`src/rtl/itda_pkg.sv`:
```
// shared types, constants and the power-of-ten table for the integer to ascii converter
package itda_pkg;

	localparam int unsigned NUM_POS = 10;          // decimal positions of a 32-bit magnitude
	localparam int unsigned POS_W   = 4;           // index width for NUM_POS positions
	localparam int unsigned POW_W   = 35;          // holds 10^10 and 8 * 10^9
	localparam int unsigned WSEL_W  = 2;           // selects digit weight 8, 4, 2, 1

	localparam logic [7:0] ASCII_ZERO  = 8'd48;
	localparam logic [7:0] ASCII_MINUS = 8'd45;

	typedef enum logic [1:0] {
		ST_IDLE,
		ST_SIGN,
		ST_DIGIT
	} state_t;

	// 10^pos for the decimal positions of a 32-bit magnitude
	function automatic logic [POW_W-1:0] pow10(input logic [POS_W-1:0] pos);
		logic [POW_W-1:0] r;
		case (pos)
			4'd0:    r = 35'd1;
			4'd1:    r = 35'd10;
			4'd2:    r = 35'd100;
			4'd3:    r = 35'd1000;
			4'd4:    r = 35'd10000;
			4'd5:    r = 35'd100000;
			4'd6:    r = 35'd1000000;
			4'd7:    r = 35'd10000000;
			4'd8:    r = 35'd100000000;
			4'd9:    r = 35'd1000000000;
			default: r = 35'd0;
		endcase
		return r;
	endfunction

endpackage

```
`src/rtl/int_to_decimal_ascii.sv`:
```
// signed 32-bit integer to decimal ascii text converter, one character per transaction
//
// usage:
//   slave channel s_axis_*: one transaction carries one signed 32-bit integer in tdata
//   master channel m_axis_*: one transaction per character, most significant first;
//     a '-' leads negative numbers, zero gives a single '0', no leading zeros;
//     tlast marks the final digit of each number
// operation:
//   the magnitude is cut into digits by one shared compare-and-subtract unit that
//   tries the weights 8, 4, 2 and 1 times 10^pos in turn for each decimal position,
//   ten positions from 10^9 down; a negative number first passes a sign step
//   s_axis_tready is high only while no number is being converted
//   the minus sign goes out from the sign step, which follows acceptance and waits
//   for a free output register; each digit goes out once its last weight is tried
//   and the output register is free
// reset:
//   arst_n clears the sequencer and drops m_axis_tvalid; no partial number survives
// back-pressure:
//   a character waits in the output register until taken; the sequencer freezes on
//   the next character to send until that register frees, so nothing is lost
module int_to_decimal_ascii (
	input  logic               clk,
	input  logic               arst_n,
	input  logic               s_axis_tvalid,
	output logic               s_axis_tready,
	input  logic signed [31:0] s_axis_tdata,   // [31:0] value
	output logic               m_axis_tvalid,
	input  logic               m_axis_tready,
	output logic        [7:0]  m_axis_tdata,   // [7:0] char_code
	output logic               m_axis_tlast
);

	itda_pkg::state_t state_q, state_d;

	logic [31:0]                      mag_q, mag_d;        // remainder still to be cut
	logic [itda_pkg::POS_W-1:0]       pos_q, pos_d;        // decimal position in work
	logic [itda_pkg::WSEL_W-1:0]      wsel_q, wsel_d;      // weight bit under trial
	logic [3:0]                       digit_q, digit_d;    // digit being built
	logic                             started_q, started_d; // a digit went out
	logic                             out_valid_q, out_valid_d;
	logic [7:0]                       out_char_q, out_char_d;
	logic                             out_last_q, out_last_d;

	logic [31:0]                 in_raw;
	logic [itda_pkg::POW_W-1:0]  trial;
	logic                        ge;
	logic [31:0]                 mag_sub;
	logic [3:0]                  digit_new;
	logic                        out_free;
	logic                        emit;

	assign in_raw   = s_axis_tdata;
	assign out_free = !out_valid_q || m_axis_tready;

	// shared unit: compare the remainder against weight * 10^pos and subtract
	assign trial     = itda_pkg::pow10(pos_q) << wsel_q;
	assign ge        = {3'b000, mag_q} >= trial;
	assign mag_sub   = ge ? (mag_q - trial[31:0]) : mag_q;
	assign digit_new = ge ? (digit_q | (4'b0001 << wsel_q)) : digit_q;

	// leading zeros are dropped, the units digit always goes out
	assign emit = started_q || (digit_new != 4'd0) || (pos_q == '0);

	always_comb begin
		state_d     = state_q;
		mag_d       = mag_q;
		pos_d       = pos_q;
		wsel_d      = wsel_q;
		digit_d     = digit_q;
		started_d   = started_q;
		out_valid_d = out_valid_q && !m_axis_tready;
		out_char_d  = out_char_q;
		out_last_d  = out_last_q;
		unique case (state_q)
			itda_pkg::ST_IDLE: begin
				if (s_axis_tvalid) begin
					mag_d     = in_raw[31] ? (32'd0 - in_raw) : in_raw;
					pos_d     = itda_pkg::POS_W'(itda_pkg::NUM_POS - 1);
					wsel_d    = '1;
					digit_d   = 4'd0;
					started_d = 1'b0;
					state_d   = in_raw[31] ? itda_pkg::ST_SIGN : itda_pkg::ST_DIGIT;
				end
			end
			itda_pkg::ST_SIGN: begin
				if (out_free) begin
					out_valid_d = 1'b1;
					out_char_d  = itda_pkg::ASCII_MINUS;
					out_last_d  = 1'b0;
					state_d     = itda_pkg::ST_DIGIT;
				end
			end
			itda_pkg::ST_DIGIT: begin
				if (wsel_q != '0) begin
					// intermediate weight: refine the digit
					mag_d   = mag_sub;
					digit_d = digit_new;
					wsel_d  = wsel_q - 1'b1;
				end else if (!emit || out_free) begin
					// digit complete: send it or drop a leading zero
					mag_d     = mag_sub;
					started_d = started_q || emit;
					wsel_d    = '1;
					digit_d   = 4'd0;
					pos_d     = pos_q - 1'b1;
					if (emit) begin
						out_valid_d = 1'b1;
						out_char_d  = itda_pkg::ASCII_ZERO | {4'd0, digit_new};
						out_last_d  = (pos_q == '0);
					end
					if (pos_q == '0) begin
						state_d = itda_pkg::ST_IDLE;
					end
				end
			end
			default: begin
				state_d = itda_pkg::ST_IDLE;
			end
		endcase
	end

	// control state
	always_ff @(posedge clk or negedge arst_n) begin
		if (!arst_n) begin
			state_q     <= itda_pkg::ST_IDLE;
			out_valid_q <= 1'b0;
			started_q   <= 1'b0;
			wsel_q      <= '1;
			pos_q       <= '0;
		end else begin
			state_q     <= state_d;
			out_valid_q <= out_valid_d;
			started_q   <= started_d;
			wsel_q      <= wsel_d;
			pos_q       <= pos_d;
		end
	end

	// datapath, no reset needed
	always_ff @(posedge clk) begin
		mag_q      <= mag_d;
		digit_q    <= digit_d;
		out_char_q <= out_char_d;
		out_last_q <= out_last_d;
	end

	assign s_axis_tready = (state_q == itda_pkg::ST_IDLE);
	assign m_axis_tvalid = out_valid_q;
	assign m_axis_tdata  = out_char_q;
	assign m_axis_tlast  = out_last_q;

	// remainder always fits below ten units of the current position
	a_mag_range: assert property (@(posedge clk) disable iff (!arst_n)
		state_q == itda_pkg::ST_DIGIT |->
			{3'b000, mag_q} < ((itda_pkg::pow10(pos_q) << 3) + (itda_pkg::pow10(pos_q) << 1)))
		else $error("remainder out of range for current decimal position");

	// only a minus sign or a digit ever leaves
	a_char_set: assert property (@(posedge clk) disable iff (!arst_n)
		m_axis_tvalid |-> (m_axis_tdata == itda_pkg::ASCII_MINUS) ||
			(m_axis_tdata >= itda_pkg::ASCII_ZERO && m_axis_tdata <= 8'd57))
		else $error("illegal character code");

	// the sign never closes a number
	a_minus_not_last: assert property (@(posedge clk) disable iff (!arst_n)
		m_axis_tvalid && (m_axis_tdata == itda_pkg::ASCII_MINUS) |-> !m_axis_tlast)
		else $error("minus sign marked as last");

	// a negative number goes through the sign step
	a_neg_sign: assert property (@(posedge clk) disable iff (!arst_n)
		s_axis_tvalid && s_axis_tready && s_axis_tdata[31] |=> state_q == itda_pkg::ST_SIGN)
		else $error("negative number skipped the sign");

endmodule
```
`config.mk`:
```
export PLATFORM = sky130hd
export DESIGN_NAME = int_to_decimal_ascii
export DESIGN_NICKNAME = d
export VERILOG_FILES = /design/src/rtl/itda_pkg.sv /design/src/rtl/int_to_decimal_ascii.sv
export SDC_FILE = /design/constraint.sdc
export NUM_CORES = 1
export LEC_CHECK = 0
export BUFFER_PORTS_ARGS = -buffer_cell sky130_fd_sc_hd__buf_4
export CORE_UTILIZATION = 45
export CTS_CLUSTER_DIAMETER = 40
export DETAILED_ROUTE_END_ITERATION = 8
export HOLD_SLACK_MARGIN = 0.1
export PLACE_DENSITY = 0.67
export SKIP_LAST_GASP = 1
export SYNTH_ARGS = -nofsm -noshare
export SYNTH_HDL_FRONTEND = slang
export SYNTH_SLANG_ARGS = --single-unit
export TNS_END_PERCENT = 20
```
`constraint.sdc`:
```
create_clock -name clk -period 7.2 [get_ports clk]
set_input_delay 1.44 -clock clk [delete_from_list [all_inputs] [get_ports clk]]
set_output_delay 1.44 -clock clk [all_outputs]
set_load 0.1 [all_outputs]
```
== Word-level counts from Yosys, hierarchy flattened ==
Memory sizes are Yosys's and may differ from the RTL's.
Cells that the tools add are included.
Word-level totals
  flip-flop bits (word level): 55
  memory bits (read-only): 480
  input bits: 36
  output and inout bits: 11
  word-level logic and storage cells: 91
  memories: 1
Operators by class
  $add $sub $neg: 4
  $lt $le $gt $ge: 1
  eq/ne operators: 9
  shift-type cells: 2
  multiplexer cells: 45
  bitwise gates (word level): 1
  reductions and logical operators: 19
Memories
  (name not given): words 16, width 30, rd ports 1, clocked after memory_dff 0, write ports 0, line itda_pkg.sv:21  | case (pos)
Operators by type and width (count)
  $mux 32: 5
  $pmux 32 s2: 1
  $ge 32x35->1: 1
  $shl 35x2->35: 1
  $mux 8: 4
  $sub 1x32->32 const A: 1
  $sub 32x32->32: 1
  $mux 4: 7
  $mux 2: 9
  $pmux 4 s2: 2
  $pmux 8 s2: 1
  $ne 2x2->1 const B: 6
  $mux 1: 11
  $reduce_and 5->1: 2
  $pmux 1 s2: 3
  $pmux 2 s3: 1
  $reduce_bool 2->1: 3
  $logic_or 1x1->1: 5
  $logic_not 4->1: 1
  $or 4x4->4: 1
  $pmux 2 s2: 1
  $reduce_and 4->1: 1
  $reduce_bool 4->1: 1
  $shl 1x2->4 const A: 1
  9 further kinds: 11

== Logic depth before layout (Yosys ltp) ==
An unclocked memory read counts as a cell.
  depth after elaboration: 12
  gate-level depth with buffers: 21
  depth with buffers taken out: 19

== Worst setup path before layout ==
Ideal clock, no wire load.
  path type: reg-to-reg
  from: register pos_q[1] (netlist name)
  to: register mag_q[0] (enable)
  library setup time: 0.421 ns
  arrival: 4.733 ns
  data required time: 6.779 ns
  slack: 2.046 ns
  stages on the path, launching flop included: 19
  path buffers: 2
  clock period less this slack: 5.154 ns
  path through: dfrtp_1 > clkbuf_1 > inv_1 > ha_1 > clkbuf_1 > nor2b_1 > a21oi_1 > nor2_1 > mux2i_1 > ha_1 > nand3_1 > or2_2 > a211oi_1 > o21ai_0 > a21oi_1 > o211ai_1 > a2bb2oi_1 > a21oi_1 > nor2_1
On the way
  cells in the longest elaborated chain, start to end: 11
  elaborated cells between the ends (all ways): 12
  classes of those cells: order compare: 1; eq/ne: 1; shift: 1; mux: 1; reduce/logical: 7; memory: 1
RTL lines
  from (decl): line int_to_decimal_ascii.sv:36  | logic [itda_pkg::POS_W-1:0] pos_q, pos_d;
  from (signal assigned): line int_to_decimal_ascii.sv:135  | pos_q <= pos_d;
  $mem_v2 16x30
  $shl 35x2->35: line int_to_decimal_ascii.sv:56  | assign trial = itda_pkg::pow10(pos_q) << wsel_q;
  $ge 32x35->1: line int_to_decimal_ascii.sv:57  | assign ge = {3'b000, mag_q} >= trial;
  $mux 4: line int_to_decimal_ascii.sv:59  | assign digit_new = ge ? (digit_q | (4'b0001 << wsel_q)) : digit_q;
  $reduce_bool 4->1: line int_to_decimal_ascii.sv:62  | assign emit = started_q || (digit_new != 4'd0) || (pos_q == '0);
  $logic_or 1x1->1: line int_to_decimal_ascii.sv:62
  $logic_or 1x1->1 *: line int_to_decimal_ascii.sv:62
  $logic_not 1->1 *: line int_to_decimal_ascii.sv:99  | end else if (!emit || out_free) begin
  $logic_or 1x1->1 *: line int_to_decimal_ascii.sv:99
  $ne 3x3->1 (no line) *
  $reduce_and 3->1 (no line) *
  to (signal assigned): line int_to_decimal_ascii.sv:141  | mag_q <= mag_d;
  to (decl): line int_to_decimal_ascii.sv:35  | logic [31:0] mag_q, mag_d;
Mark *: on every way between the ends. The rest lies on a longest branch, timed or not.
A chain may end at the register's enable or synchronous reset.

== Worst setup path after layout ==
  from: register wsel_q[0] (netlist name)
  to: register out_last_q, in the netlist m_axis_tlast (enable)
On the way
  cells in the longest elaborated chain, start to end: 10
  elaborated cells between the ends (all ways): 15
  classes of those cells: order compare: 1; eq/ne: 3; shift: 2; mux: 1; bitwise: 1; reduce/logical: 7
RTL lines
  from (decl): line int_to_decimal_ascii.sv:37  | logic [itda_pkg::WSEL_W-1:0] wsel_q, wsel_d;
  from (signal assigned): line int_to_decimal_ascii.sv:134  | wsel_q <= wsel_d;
  $shl 35x2->35 / $shl 1x2->4 (equally long branches): line int_to_decimal_ascii.sv:56, int_to_decimal_ascii.sv:59
  $ge 32x35->1 / $or 4x4->4 (equally long branches): line int_to_decimal_ascii.sv:57, int_to_decimal_ascii.sv:59
  $mux 4: line int_to_decimal_ascii.sv:59
  $reduce_bool 4->1: line int_to_decimal_ascii.sv:62
  $logic_or 1x1->1 (2 in a row): line int_to_decimal_ascii.sv:62
  $logic_not 1->1: line int_to_decimal_ascii.sv:99
  $logic_or 1x1->1: line int_to_decimal_ascii.sv:99
  $ne 2x2->1 (no line)
  $reduce_and 5->1 (no line) *
  to (signal assigned): line int_to_decimal_ascii.sv:144  | out_last_q <= out_last_d;
  to (decl): line int_to_decimal_ascii.sv:42  | logic out_last_q, out_last_d;
Marks and branches as above.

==> impl_results.md <==
* Final setup viols at 0
* Max clock buf depth at 2
* Routed vias at 4,983
* Leading cell types in the layout, fill and taps excluded: a21oi_1 (75), nor2_1 (73), nand2_1 (64), o21ai_0 (48), ha_1 (46)
* Horiz. Die Dim at 112 um
* Commonest non-fill, non-tap cell in the layout: a21oi_1
* Setup Total Neg Slack at 0 ns
* Hold EP: started_q
* Top Metal Used: met4
* Setup slack, reg-to-reg at 2.09 ns
* Asr flop ratio synth at 0.192
* Top-area cell type share of the netlist area at 0.231
* Post-synthesis sequential area ratio at 0.277
* Post-CTS Setup Bufs at 0
* Synth Area in XOR/XNOR at 0.0898
* Cell area after synthesis at 5460 um2
* Largest family of logic cells by synthesized area: compound AO/OA/AOI/OAI gates
* Seq cells post-synth at 52
* Proportion of synthesized area in mux cells at 0.0405
* DRT Pass-1 Iters at 7
* WS Path Type: flop to flop
* Met2 WL at 6140 um
* FF-to-FF path depth at 16
* Antenna fix cells at 0
* CTS tree: yes
* Synth top area cells: edfxtp_1 (23%), ha_1 (11%), a21oi_1 (6.9%)
* Maximum clock rate at 196 MHz
* Path type of the worst min-delay path: flop to flop
* Worst setup SP type: flop
* First-pass GRT wire length at 23,100 um
* Synth Area in Simple Gates at 0.196
* Failing checks: design-rule violations
* Hold Fails Final Rpt at 0
* RSZ-0062 raised after global routing: no
* Vias/cell at 5.95
* Post-synth EDFFs at 42
* Hold buffers post-CTS at 0
* Mapped Cells at 676
* Critical register-to-register path endpoint: m_axis_tlast
* Post-DR wirelength/cell at 16.6 um
* Reg2reg start: wsel_q[0]
* WL met3 at 767 um
* Worst-path fanout max at 39
* Maxcap violations at 0
* Worst rel slew slack at 0.427
* Layout cells sized above 1 at 0.0994
* Multi-input gate area at 3730 um2
* PortBufs at 43
* Top_reg_cell synth: edfxtp_1
* Fill count at 1,135
* Routability cong. at 0.942
* WL met1 at 6630 um
* Row count at 39
* Reg clk slew, reported paths at 0.07 ns
* Critical Path AT at 5.04 ns
* DRC at 2
* FF+latch area at 1510 um2
* Largest net degree at the start of global routing at 59
* Vias in the first global route at 4,720
* Synth Area in Compound Gates at 0.242
* Period utilization at 0.709
* Final ANT Viol Nets at 0
* Post-cts sizing count at 0
* Number of buffers created by CTS at 5
* H-tree Lvls at 2
* DIE HEIGHT at 112 um
* Initial Utilization at 0.470
* Half-perimeter wire length after placement at 10,600 um
* Min-delay src: started_q
* # nets final at 777
* Core ar. at 11,600 um2
* Clock sink count at 52
* Antenna violations before repair at 0
* Yosys top cell by area: edfxtp_1
* Iteration-0 DRC Markers at 337
* Post-synthesis adder-cell area fraction at 0.111
* Total grt overflow at 0
* Worst-Margin Slew at 0.858 ns
* Netlist cell types at 60
* Root Driver: clkbuf_16
* Post-Syn Area per Cell at 8.08 um2
* WHS Path Cells at 2
* Slew Limit Fails at 0
* Post-Route WL at 13,900 um
* Worst Path Required at 7.14 ns
* Crit. End Element: flop
* IO Count at 47
* Fin crit period at 5.11 ns
* Fin Clk Skew at 0.00598 ns
* Total GRT Usage at 0.228
* Outcome: finished, violations left
* Insertion delay to the later sink of the worst-skew pair at 0.30 ns
* Layout area overhead at 9.62%
* Yosys warns at 0
* Die area at 12,600 um2
## worst max-delay path by stage
stage	start	end	slack, ns	cells after the start
4_1_cts	wsel_q[0]	m_axis_tdata[4]	2.21	16
3_3_place_gp	wsel_q[0]	mag_q[5]	2.30	16
6_report	wsel_q[0]	m_axis_tlast	2.09	16
5_1_grt	wsel_q[0]	m_axis_tlast	1.80	16
3_5_place_dp	wsel_q[0]	m_axis_tdata[0]	2.25	16
2_1_floorplan	pos_q[1]	mag_q[0]	2.05	18
## worst max-delay path, stage by stage (launching register included)
cell and delay (ns):
dfstp_2 0.96, inv_1 0.41, nor3_1 0.23, a21oi_1 0.06, nor2_1 0.17, mux2i_1 0.11
ha_1 0.41, nand3_1 0.09, or2_2 0.29, a211oi_1 0.15, o21ai_0 0.15, a21oi_1 0.27
o211ai_1 0.16, a2bb2oi_1 0.48, nor2_1 0.16, a2bb2oi_1 0.16, nor2_1 0.44
## cell families after synthesis
logic type,after synthesis
AO/OA/AOI/OAI,214
AND/OR/NAND/NOR,224
other,2
adder cells (fa/ha/maj),48
buffers and inverters,58
multiplexers,22
XOR/XNOR,56
flip-flops,52
## cell type report
| type | count | share of cell area |
|---|---|---|
| multi-input cells | 567 | 0.623 |
| flip-flops and latches | 52 | 0.253 |
| repair buffers | 45 | 0.0564 |
| well taps | 143 | 0.0299 |
| clock buffers | 5 | 0.0209 |
| inverters | 22 | 0.0138 |
| clock inverters | 3 | 0.00355 |
## sequential cells by signal, summed over array words and instances, names as in the netlist
register and cells:
started_q 1, mag_q 32, m_axis_tlast 1, state_q 2, pos_q 4, m_axis_tdata 5, digit_q 4, m_axis_tvalid 1
wsel_q 2
## per-stage QoR
| stage | util | hold slack (ns) | worst slack [ns] | instance area [um2] | std cells |
|---|---|---|---|---|---|
| after CTS | 0.516 | 0.529 | 2.21 | 5990 | 837 |
| after floorplan | - | 0.478 | 2.05 | 5470 | 677 |
| after global placement | 0.503 | 0.499 | 2.30 | 5840 | 829 |
| final | 0.516 | 0.533 | 2.09 | 5990 | 837 |
| after global routing | 0.516 | 0.594 | 1.80 | 5990 | 837 |
| after detailed placement | 0.503 | 0.512 | 2.25 | 5840 | 829 |
## cells in the mapped netlist (7+ instances only)
master and count:
nand4_1 8, dfrtp_1 8, a211oi_1 8, nor2b_1 12, a31oi_1 8, a21oi_1 75
o31ai_1 11, edfxtp_1 42, nand3_1 8, nor2_1 74, nor3_1 7, inv_1 22
xnor2_1 40, mux2i_1 21, or4_1 7, a21o_1 13, o21ai_0 48, o21a_1 7
nand2b_1 12, xor2_1 16, nand2_1 64, ha_1 47, clkbuf_1 29
## routing by layer
metal,GRT usage,vias up
met4,0.0933,0
met5,0,-
li1,-,2500
met2,0.364,160
met1,0.312,2298
met3,0.0313,25
Power is left out: the tool's default activity adds up to more than one toggle a clock period on the data nets, which glitch-free logic cannot reach.
